File: config.mk
export PLATFORM = sky130hd
export DESIGN_NAME = scalar_to_color_map_core
export DESIGN_NICKNAME = d
export VERILOG_FILES = /design/src/stcm_pkg.sv /design/src/scalar_to_color_map_core.sv /design/src/stcm_lerp.sv
export SDC_FILE = /design/constraint.sdc
export NUM_CORES = 2
export LEC_CHECK = 0
export BUFFER_PORTS_ARGS = -buffer_cell sky130_fd_sc_hd__buf_2
export CORE_MARGIN = 2
export CORE_UTILIZATION = 49
export CTS_CLUSTER_SIZE = 40
export DETAILED_ROUTE_END_ITERATION = 12
export PLACE_DENSITY_LB_ADDON = 0.08
export SYNTH_ARGS = -nofsm -noshare
export SYNTH_HDL_FRONTEND = slang
export SYNTH_SLANG_ARGS = --single-unit
File: constraint.sdc
create_clock -name clk -period 8.4 [get_ports clk]
set_input_delay 2.52 -clock clk [delete_from_list [all_inputs] [get_ports clk]]
set_output_delay 2.52 -clock clk [all_outputs]
set_load 0.03 [all_outputs]
File: src/stcm_pkg.sv
// Shared types, constants and the color stop table for the scalar-to-color mapper.
// Used by scalar_to_color_map_core and stcm_lerp; depends on nothing else.
package stcm_pkg;

  // Field and arithmetic widths
  localparam int SAMPLE_W  = 16;
  localparam int GAIN_W    = 16;
  localparam int OFFSET_W  = 24;
  localparam int CHAN_W    = 8;
  localparam int FRAC_W    = 16;
  localparam int V_W       = FRAC_W + 1;          // unsigned Q1.16, 65536 = 1.0
  localparam int PROD_W    = SAMPLE_W + GAIN_W;   // Q16.16
  localparam int SUM_W     = PROD_W + 1;          // product plus offset
  localparam int TBL_IDX_W = 4;
  localparam int TABLE_LEN = 6;
  localparam int CFG_IDX_W = 2;
  localparam int CFG_DAT_W = OFFSET_W;

  localparam logic [V_W-1:0] ONE_Q16 = V_W'(1) << FRAC_W;

  // Configuration register indexes
  typedef enum logic [CFG_IDX_W-1:0] {
    CFG_GAIN   = 2'd0,
    CFG_OFFSET = 2'd1
  } cfg_idx_t;

  typedef struct packed {
    logic [CHAN_W-1:0] r;
    logic [CHAN_W-1:0] g;
    logic [CHAN_W-1:0] b;
  } rgb_t;

  // Blue-cyan-yellow-red stops; indexes past the table saturate to dark red
  function automatic rgb_t color_lookup(input logic [TBL_IDX_W-1:0] idx);
    rgb_t c;
    case (idx) inside
      4'd0:    c = '{r: 8'd0,   g: 8'd0,   b: 8'd166};
      4'd1:    c = '{r: 8'd0,   g: 8'd89,  b: 8'd255};
      4'd2:    c = '{r: 8'd38,  g: 8'd255, b: 8'd242};
      4'd3:    c = '{r: 8'd242, g: 8'd255, b: 8'd38};
      4'd4:    c = '{r: 8'd255, g: 8'd89,  b: 8'd0};
      default: c = '{r: 8'd166, g: 8'd0,   b: 8'd0};
    endcase
    return c;
  endfunction

endpackage

File: src/scalar_to_color_map_core.sv
// Scalar-to-color mapper: signed Q8.8 sample times gain plus offset, clamp, jet colormap.
// Depends on stcm_pkg and stcm_lerp.
//
// Each sample is scaled by the signed Q8.8 gain, shifted by the signed Q7.16 offset,
// clamped to [0,1] and mapped onto COLOR_STOPS-1 equal segments of a fixed
// blue-cyan-yellow-red table, giving one 8-bit RGB triple per sample. The block takes
// one sample per clock while in_stall is low; each result passes through four register
// stages, one each for the gain multiply, the offset add and clamp, the segment split
// with table lookup, and the per-channel blend. Every stage holds its own valid bit, so
// a stall on the result side is absorbed by empty stages before in_stall rises.
// Configuration writes are taken at any time (cfg_ready is always high) but must only
// be issued while no sample is in flight.
module scalar_to_color_map_core #(
  parameter int COLOR_STOPS = 6
) (
  input  logic                                clk,
  input  logic                                rst_n,
  // Sample channel
  input  logic                                in_valid,
  output logic                                in_stall,
  input  logic signed [stcm_pkg::SAMPLE_W-1:0] in_sample,
  // Color channel
  output logic                                out_valid,
  input  logic                                out_stall,
  output logic [stcm_pkg::CHAN_W-1:0]         out_red_out,
  output logic [stcm_pkg::CHAN_W-1:0]         out_green_out,
  output logic [stcm_pkg::CHAN_W-1:0]         out_blue_out,
  // Configuration channel
  input  logic                                cfg_valid,
  output logic                                cfg_ready,
  input  logic [stcm_pkg::CFG_IDX_W-1:0]      cfg_index,
  input  logic [stcm_pkg::CFG_DAT_W-1:0]      cfg_data
);

  localparam int SEGS  = COLOR_STOPS - 1;
  localparam int SEG_W = $clog2(COLOR_STOPS);
  localparam int T_W   = stcm_pkg::FRAC_W + SEG_W;

  localparam logic [SEG_W-1:0] SEG_LAST = SEG_W'(SEGS - 1);

  // Configuration registers
  logic signed [stcm_pkg::GAIN_W-1:0]   gain_r;
  logic signed [stcm_pkg::OFFSET_W-1:0] offset_r;

  // Pipeline valid bits and per-stage ready
  logic vld1_r, vld2_r, vld3_r, out_valid_r;
  logic rdy1, rdy2, rdy3, rdy4;

  // Stage payloads
  logic signed [stcm_pkg::PROD_W-1:0] prod1_r;
  logic signed [stcm_pkg::SUM_W-1:0]  sum2;
  logic [stcm_pkg::V_W-1:0]           v2_nxt, v2_r;
  logic [T_W-1:0]                     t3;
  logic [SEG_W-1:0]                   seg_raw3, seg3, seg_hi3;
  logic [stcm_pkg::V_W-1:0]           f3_nxt, f3_r;
  stcm_pkg::rgb_t                     lo3_r, hi3_r;

  // Write configuration registers; unknown indexes are dropped
  assign cfg_ready = 1'b1;

  always_ff @(posedge clk) begin
    if (!rst_n) begin
      gain_r   <= stcm_pkg::GAIN_W'(256);
      offset_r <= '0;
    end else if (cfg_valid && cfg_ready) begin
      case (stcm_pkg::cfg_idx_t'(cfg_index))
        stcm_pkg::CFG_GAIN:   gain_r   <= cfg_data[stcm_pkg::GAIN_W-1:0];
        stcm_pkg::CFG_OFFSET: offset_r <= cfg_data[stcm_pkg::OFFSET_W-1:0];
        default: ;
      endcase
    end
  end

  // A stage advances when it is empty or the stage after it advances
  assign rdy4     = !out_valid_r || !out_stall;
  assign rdy3     = !vld3_r || rdy4;
  assign rdy2     = !vld2_r || rdy3;
  assign rdy1     = !vld1_r || rdy2;
  assign in_stall = !rdy1;

  always_ff @(posedge clk) begin
    if (!rst_n) begin
      vld1_r      <= 1'b0;
      vld2_r      <= 1'b0;
      vld3_r      <= 1'b0;
      out_valid_r <= 1'b0;
    end else begin
      if (rdy1) vld1_r      <= in_valid;
      if (rdy2) vld2_r      <= vld1_r;
      if (rdy3) vld3_r      <= vld2_r;
      if (rdy4) out_valid_r <= vld3_r;
    end
  end

  // Stage 1: scale the sample by the gain (Q16.16)
  always_ff @(posedge clk) begin
    if (rdy1 && in_valid) begin
      prod1_r <= in_sample * gain_r;
    end
  end

  // Stage 2: add the offset and clamp to [0, 1.0]
  always_comb begin
    sum2 = stcm_pkg::SUM_W'(prod1_r) + stcm_pkg::SUM_W'(offset_r);
    if (sum2[stcm_pkg::SUM_W-1]) begin
      v2_nxt = '0;
    end else if (sum2 > $signed(stcm_pkg::SUM_W'(stcm_pkg::ONE_Q16))) begin
      v2_nxt = stcm_pkg::ONE_Q16;
    end else begin
      v2_nxt = sum2[stcm_pkg::V_W-1:0];
    end
  end

  always_ff @(posedge clk) begin
    if (rdy2 && vld1_r) begin
      v2_r <= v2_nxt;
    end
  end

  // Stage 3: split into segment and fraction, fetch both bounding stops
  always_comb begin
    t3       = T_W'(v2_r) * T_W'(SEGS);
    seg_raw3 = t3[T_W-1:stcm_pkg::FRAC_W];
    seg3     = (seg_raw3 > SEG_LAST) ? SEG_LAST : seg_raw3;
    seg_hi3  = seg3 + SEG_W'(1);
    f3_nxt   = stcm_pkg::V_W'(t3 - (T_W'(seg3) << stcm_pkg::FRAC_W));
  end

  always_ff @(posedge clk) begin
    if (rdy3 && vld2_r) begin
      f3_r  <= f3_nxt;
      lo3_r <= stcm_pkg::color_lookup(stcm_pkg::TBL_IDX_W'(seg3));
      hi3_r <= stcm_pkg::color_lookup(stcm_pkg::TBL_IDX_W'(seg_hi3));
    end
  end

  // Stage 4: blend each channel into the output register
  stcm_lerp u_lerp_r (
    .clk  (clk),
    .en   (rdy4 && vld3_r),
    .c_lo (lo3_r.r),
    .c_hi (hi3_r.r),
    .frac (f3_r),
    .y    (out_red_out)
  );

  stcm_lerp u_lerp_g (
    .clk  (clk),
    .en   (rdy4 && vld3_r),
    .c_lo (lo3_r.g),
    .c_hi (hi3_r.g),
    .frac (f3_r),
    .y    (out_green_out)
  );

  stcm_lerp u_lerp_b (
    .clk  (clk),
    .en   (rdy4 && vld3_r),
    .c_lo (lo3_r.b),
    .c_hi (hi3_r.b),
    .frac (f3_r),
    .y    (out_blue_out)
  );

  assign out_valid = out_valid_r;

  // Clamped value never exceeds 1.0
  a_clamp_range: assert property (@(posedge clk) disable iff (!rst_n)
    vld2_r |-> (v2_r <= stcm_pkg::ONE_Q16))
    else $error("clamped value above 1.0");

  // Segment fraction stays within one segment
  a_frac_range: assert property (@(posedge clk) disable iff (!rst_n)
    vld3_r |-> (f3_r <= stcm_pkg::ONE_Q16))
    else $error("segment fraction above 1.0");

  // Input stalls only when every stage is full and the output is blocked
  a_stall_full: assert property (@(posedge clk) disable iff (!rst_n)
    in_stall |-> (vld1_r && vld2_r && vld3_r && out_valid_r && out_stall))
    else $error("input stalled with an empty stage");

endmodule

File: src/stcm_lerp.sv
// One color channel of the final blend stage: lo + (hi - lo) * f, rounded half up.
// Depends on stcm_pkg for widths.
module stcm_lerp (
  input  logic                         clk,
  input  logic                         en,
  input  logic [stcm_pkg::CHAN_W-1:0]  c_lo,
  input  logic [stcm_pkg::CHAN_W-1:0]  c_hi,
  input  logic [stcm_pkg::V_W-1:0]     frac,
  output logic [stcm_pkg::CHAN_W-1:0]  y
);

  localparam int D_W   = stcm_pkg::CHAN_W + 1;
  localparam int ACC_W = D_W + stcm_pkg::V_W + 1;

  logic signed [D_W-1:0]   diff;
  logic signed [ACC_W-1:0] acc;
  logic [stcm_pkg::CHAN_W-1:0] y_r;

  // Blend as lo*1.0 + diff*f plus half an LSB; result never goes negative
  always_comb begin
    diff = $signed({1'b0, c_hi}) - $signed({1'b0, c_lo});
    acc  = $signed(ACC_W'({c_lo, {stcm_pkg::FRAC_W{1'b0}}}))
         + ACC_W'(diff) * ACC_W'($signed({1'b0, frac}))
         + $signed(ACC_W'(1) << (stcm_pkg::FRAC_W - 1));
  end

  // Hold the channel value while the output is stalled
  always_ff @(posedge clk) begin
    if (en) begin
      y_r <= acc[stcm_pkg::FRAC_W +: stcm_pkg::CHAN_W];
    end
  end

  assign y = y_r;

endmodule

-- Word level (Yosys, flattened, before mapping)
Cells that the tools add are included.
- bits in registers: 182
- logic and storage cells: 95
- $add $sub $neg: 12
- $mul: 5
- magnitude comparators: 2
- eq/ne operators: 9
- muxes and demuxes: 10
- reductions and logical operators: 26
- operator list (cell ; number):
    $mux W23 ; 4
    $add A24 B17 Y24 const B ; 3
    $add A24 B24 Y24 ; 3
    $mul A9 B18 Y24 ; 3
    $mux W22 ; 2
    $add A32 B24 Y33 ; 1
    $gt A33 B18 Y1 const B ; 1
    $mul A16 B16 Y32 ; 1
    $mux W15 ; 2
    $sub A8 B8 Y9 ; 3
    $mul A17 B3 Y19 const B ; 1
    $mux W17 ; 1
    $sub A17 B17 Y17 ; 1
    $eq A3 B2 Y1 const B ; 4
    $reduce_or A4 Y1 ; 2
    $eq A3 B1 Y1 const B ; 2
    $eq A3 B3 Y1 const B ; 2
    $logic_not A1 Y1 ; 6
    $logic_not A3 Y1 ; 2
    $reduce_or A2 Y1 ; 3
    $reduce_or A3 Y1 ; 2
    $logic_and A1 B1 Y1 ; 4
    $logic_or A1 B1 Y1 ; 4
    $reduce_and A2 Y1 ; 2
    5 further kinds ; 5

-- Logic depth before layout (Yosys ltp)
- depth in word-level cells: 9
- gate-level depth with buffers: 29
- depth with buffers taken out: 29

-- Modules after synthesis
A second synthesis with hierarchy kept.
- cells, all modules: 3443
- area total of the unflattened synthesis: 32551.2 sq um
- by module, submodules not included (module ; times used ; cells each ; area each (sq um)):
    scalar_to_color_map_core ; 1 ; 1832 ; 17350.4
    stcm_lerp (u_lerp_g ...) ; 2 ; 534 ; 5057.4
    stcm_lerp (u_lerp_b) ; 1 ; 543 ; 5086.1

-- Least setup slack after synthesis
OpenSTA, ideal clock, no wires.
- kind: input to register
- start point: input in_sample[13] (netlist name)
- end point: register prod1_r[30] (netlist name) (data pin)
- library setup time: 0.273 ns
- data arrival time: 8.022 ns
- required time: 8.127 ns
- setup slack: 0.105 ns
- stages on the path: 23
- cells stage by stage: clkbuf_1 -> nand2_1 -> fa_1 -> inv_1 -> fa_1 -> inv_1 -> fa_1 -> inv_1 -> fa_1 -> inv_1 -> fa_1 -> inv_1 -> fa_1 -> ha_1 -> a21o_1 -> a21o_1 -> a21o_1 -> and2_0 -> a211oi_1 -> o211ai_1 -> o21a_1 -> o2111ai_1 -> o2111ai_1
- word-level cells in the longest chain between the ends: 1
- RTL lines (element ; line ; source):
    from (decl) ; scalar_to_color_map_core.sv:21 ; input logic signed [stcm_pkg::SAMPLE_W-1:0] in_sample,
    $mul A16 B16 Y32 ; scalar_to_color_map_core.sv:98 ; prod1_r <= in_sample * gain_r;
    to (signal assigned) ; scalar_to_color_map_core.sv:98 ;
    to (decl) ; scalar_to_color_map_core.sv:50 ; logic signed [stcm_pkg::PROD_W-1:0] prod1_r;
No other way between the ends.
A chain may end at the register's enable or synchronous reset.

-- Final worst setup path
- start point: input in_sample[5] (netlist name)
- end point: register prod1_r[30] (netlist name) (data pin)
The elaborated chain is that of the path after synthesis.

==> impl_metrics.tcl <==
set metrics [dict create \
    syn_inst 3444 \
    whs_path_depth 2 \
    power_density_nw_per_um2 321.3 \
    ys_types 100 \
    vias 23270 \
    die_w_um 261.7 \
    synth_nets 4390 \
    required_ns 8.59 \
    synth_area_leaders "fa_1, ha_1, edfxtp_1" \
    worstMarginPinSlew_ns 1.119 \
    clkLatencyLatePin_ns 0.46 \
    worstPathMaxFanout 11 \
    grt-ovfl-total 0 \
    crit_slowest_cell "fa_1" \
    postCtsHoldBufs 0 \
    drive_above_1_share_pct 8.548 \
    peakVddDrop_mv 0.4166 \
    slew_headroom_pct 25.23 \
    cts_resized 0 \
    via_per_inst 5.292 \
    io_pins 74 \
    r2r_start "lo3_r[17]$_SDFFCE_PP0P_" \
    crit_top_cell "fa_1" \
    grt_max_degree 45 \
    p_switching_mw 5.493 \
    final.setup.tns_ns 0 \
    yosys_warnings 0 \
    worst_setup_path_start_kind "input pin" \
    clk_pin_slew_ns 0.07 \
    internal-power_mw 5.740 \
    synthToLayoutAreaGrowth_pct 7.493 \
    fmax_mhz 123.0 \
    p_sw_share_pct 48.90 \
    htreeDepth 4 \
    dr.pass1.iters 6 \
    slew_violations 0 \
    hold_end "offset_r[3]$_SDFFE_PN0P_" \
    dr.first_iter.drc_count 1257 \
    fin_crit_sh_pct 96.82 \
    path_class "in2reg" \
    total_power_mw 11.23 \
    crit_path_start "in_sample[5]" \
    num-fill-cells 6022 \
    synth_top_cell_area_share_pct 37.17 \
    post_cts.repair.setup_buffers 0 \
    place_congestion 0.8982 \
    cpPeakStageDelay_ns 0.53 \
    p_seq_share_pct 12.6 \
    finalCriticalPeriod_ns 8.133 \
    cap_violations 0 \
    syn_area_um2 32530 \
    rsz0062_at_grt "no" \
    die_area_um2 68460 \
    rr_endpoint "u_lerp_r.y[6]$_DFFE_PP_" \
    finalSetupViolCount 0 \
    ys_seq_area_share_pct 13.23 \
    synthFlopType "edfxtp_1" \
    grt_pass1_wl_mm 131.5 \
    core-area_um2 65750 \
    num_rows 94 \
    p_clk_share_pct 7.0 \
    wire_per_inst_um 17.92 \
    antenna_found_initial 1 \
    synth.avg_cell_area_um2 9.445 \
    cts_buffers 17 \
    num-nets-final 4466 \
    status "finished, final reports clean" \
    total_leakage_power_nw 16.63 \
    rrSetupSlack_ns 0.80 \
    skew_ns 0.01242 \
    cts_root_buf "clkbuf_16" \
    yosys.area.top_type "fa_1" \
    die_y_um 261.7 \
    synth_edf_count 114 \
    worstHoldStart "offset_r[3]$_SDFFE_PN0P_" \
    grt_pass1_vias 25650 \
    cts_tree "built" \
    end_kind "flip-flop" \
    finalHoldViolCount 0 \
    ctsLongestPathBuffers 2 \
    ff2ff_path_depth 28 \
    portBuffers 72 \
    wl_mm 78.81 \
    clkSinkCount 158 \
    critical_path_arrival_ns 8.32 \
    diodes 0 \
    track_usage_pct 24.39 \
    ant_nets 0 \
    dp_hpwl_mm 64.77 \
    hold_class "reg2reg" \
    ys_ff_latch 158 \
    power_frac_comb_pct 80.3 \
    start_util_pct 49.47 \
    drc_errors 0 \
    async_reset_ff_share_pct 0 \
]
==> power by group through the flow <==
| stage | Clock (mW) | Combinational [mW] | Sequential (mW) |
|---|---|---|---|
| floorplan | 0 | 6.56 | 1.49 |
| global placement | 0 | 8.90 | 1.44 |
| detailed placement | 0 | 9.11 | 1.44 |
| CTS | 0.807 | 9.21 | 1.42 |
| global route | 0.834 | 10.4 | 1.43 |
| finish | 0.789 | 9.02 | 1.42 |
==> cells in the mapped netlist (all sizes together), types with 44 or more instances <==
cell and n:
inv 680, fa 604, nand2 373, ha 295
and2 284, clkbuf 122, edfxtp 114, nand2b 112
nor2 107, a21oi 78, xnor2 74, o21ai 57
a21boi 49, a21o 46, dfxtp 44
==> worst max-delay path, delay by kind of cell <==
| family | cells | cell delay [ns] |
|---|---|---|
| compound gates | 7 | 1.39 |
| fa+ha+maj | 7 | 2.93 |
| buf+inv | 9 | 1.07 |
| simple gates | 3 | 0.39 |
==> sequential cells by signal, summed over array words and instances (netlist names) <==
signal / cells
u_lerp_g.y: 8
u_lerp_r.y: 8
offset_r: 24
vld1_r: 1
f3_r: 17
vld3_r: 1
out_valid: 1
vld2_r: 1
gain_r: 16
lo3_r: 12
hi3_r: 12
u_lerp_b.y: 8
prod1_r: 32
v2_r: 17
==> metal layers <==
metal	part of all wire [%]	global-route usage (%)	vias up
met2	53	44.46	436
li1	-	-	10840
met1	41	30.30	11880
met3	3.2	2.363	110
met5	0.016	0	-
met4	3.0	8.049	2
==> layout make-up <==
type | count | area [um2] | share of cell area (%)
multi-input cells | 2469 | 25150 | 71.93
inverters | 681 | 2557 | 7.314
repair buffers | 193 | 1281 | 3.664
clock buffers | 17 | 425.4 | 1.217
clock inverters | 15 | 166.4 | 0.4759
flip-flops and latches | 158 | 4304 | 12.31
well taps | 864 | 1081 | 3.092
==> how the worst max path moves through the flow <==
| stage | end | slack [ns] | depth (start not counted) |
|---|---|---|---|
| finish | prod1_r[30]$_DFFE_PP_ | 0.27 | 26 |
| global route | prod1_r[30]$_DFFE_PP_ | 0.01 | 26 |
| CTS | prod1_r[30]$_DFFE_PP_ | 0.23 | 26 |
| detailed placement | prod1_r[30]$_DFFE_PP_ | -0.22 | 26 |
| global placement | prod1_r[28]$_DFFE_PP_ | -0.20 | 26 |
| floorplan | prod1_r[30]$_DFFE_PP_ | 0.11 | 23 |
==> logic make-up after synthesis <==
logic type | Yosys count | share of synthesized area (%)
simple gates | 1094 | 17.56
fa+ha+maj | 899 | 48.52
buf+inv | 817 | 9.551
compound gates | 368 | 8.032
flops | 158 | 13.23
xor+xnor | 104 | 3.000
mux | 3 | 0.09616
other cells | 1 | 0.01153
==> placed cells by master, fill, tap and decap left out, types with 28 or more instances in the layout <==
master	n
inv_1	679
fa_1	604
nand2_1	373
ha_1	295
and2_1	279
buf_4	120
edfxtp_1	114
nand2b_1	112
nor2_1	107
a21oi_1	76
xnor2_1	73
buf_2	72
o21ai_0	52
a21boi_0	47
a21o_1	45
dfxtp_1	44
nor3_1	39
nor2b_1	33
and3_1	28
nand3_1	28
o21a_1	28
==> per-stage QoR <==
stage,util (%),hold slack (ns),area [um2],instances,setup WS (ns)
after detailed placement,52.27,0.4634,34370,4365,-0.2221
final,53.18,0.4833,34960,4397,0.2672
after global routing,53.18,0.4893,34960,4397,0.01059
after CTS,53.17,0.4816,34960,4397,0.2260
after global placement,52.27,0.4585,34370,4365,-0.1959
after floorplan,-,0.4307,32530,3444,0.1055
No activity file was read; power rests on OpenSTA's default activity.
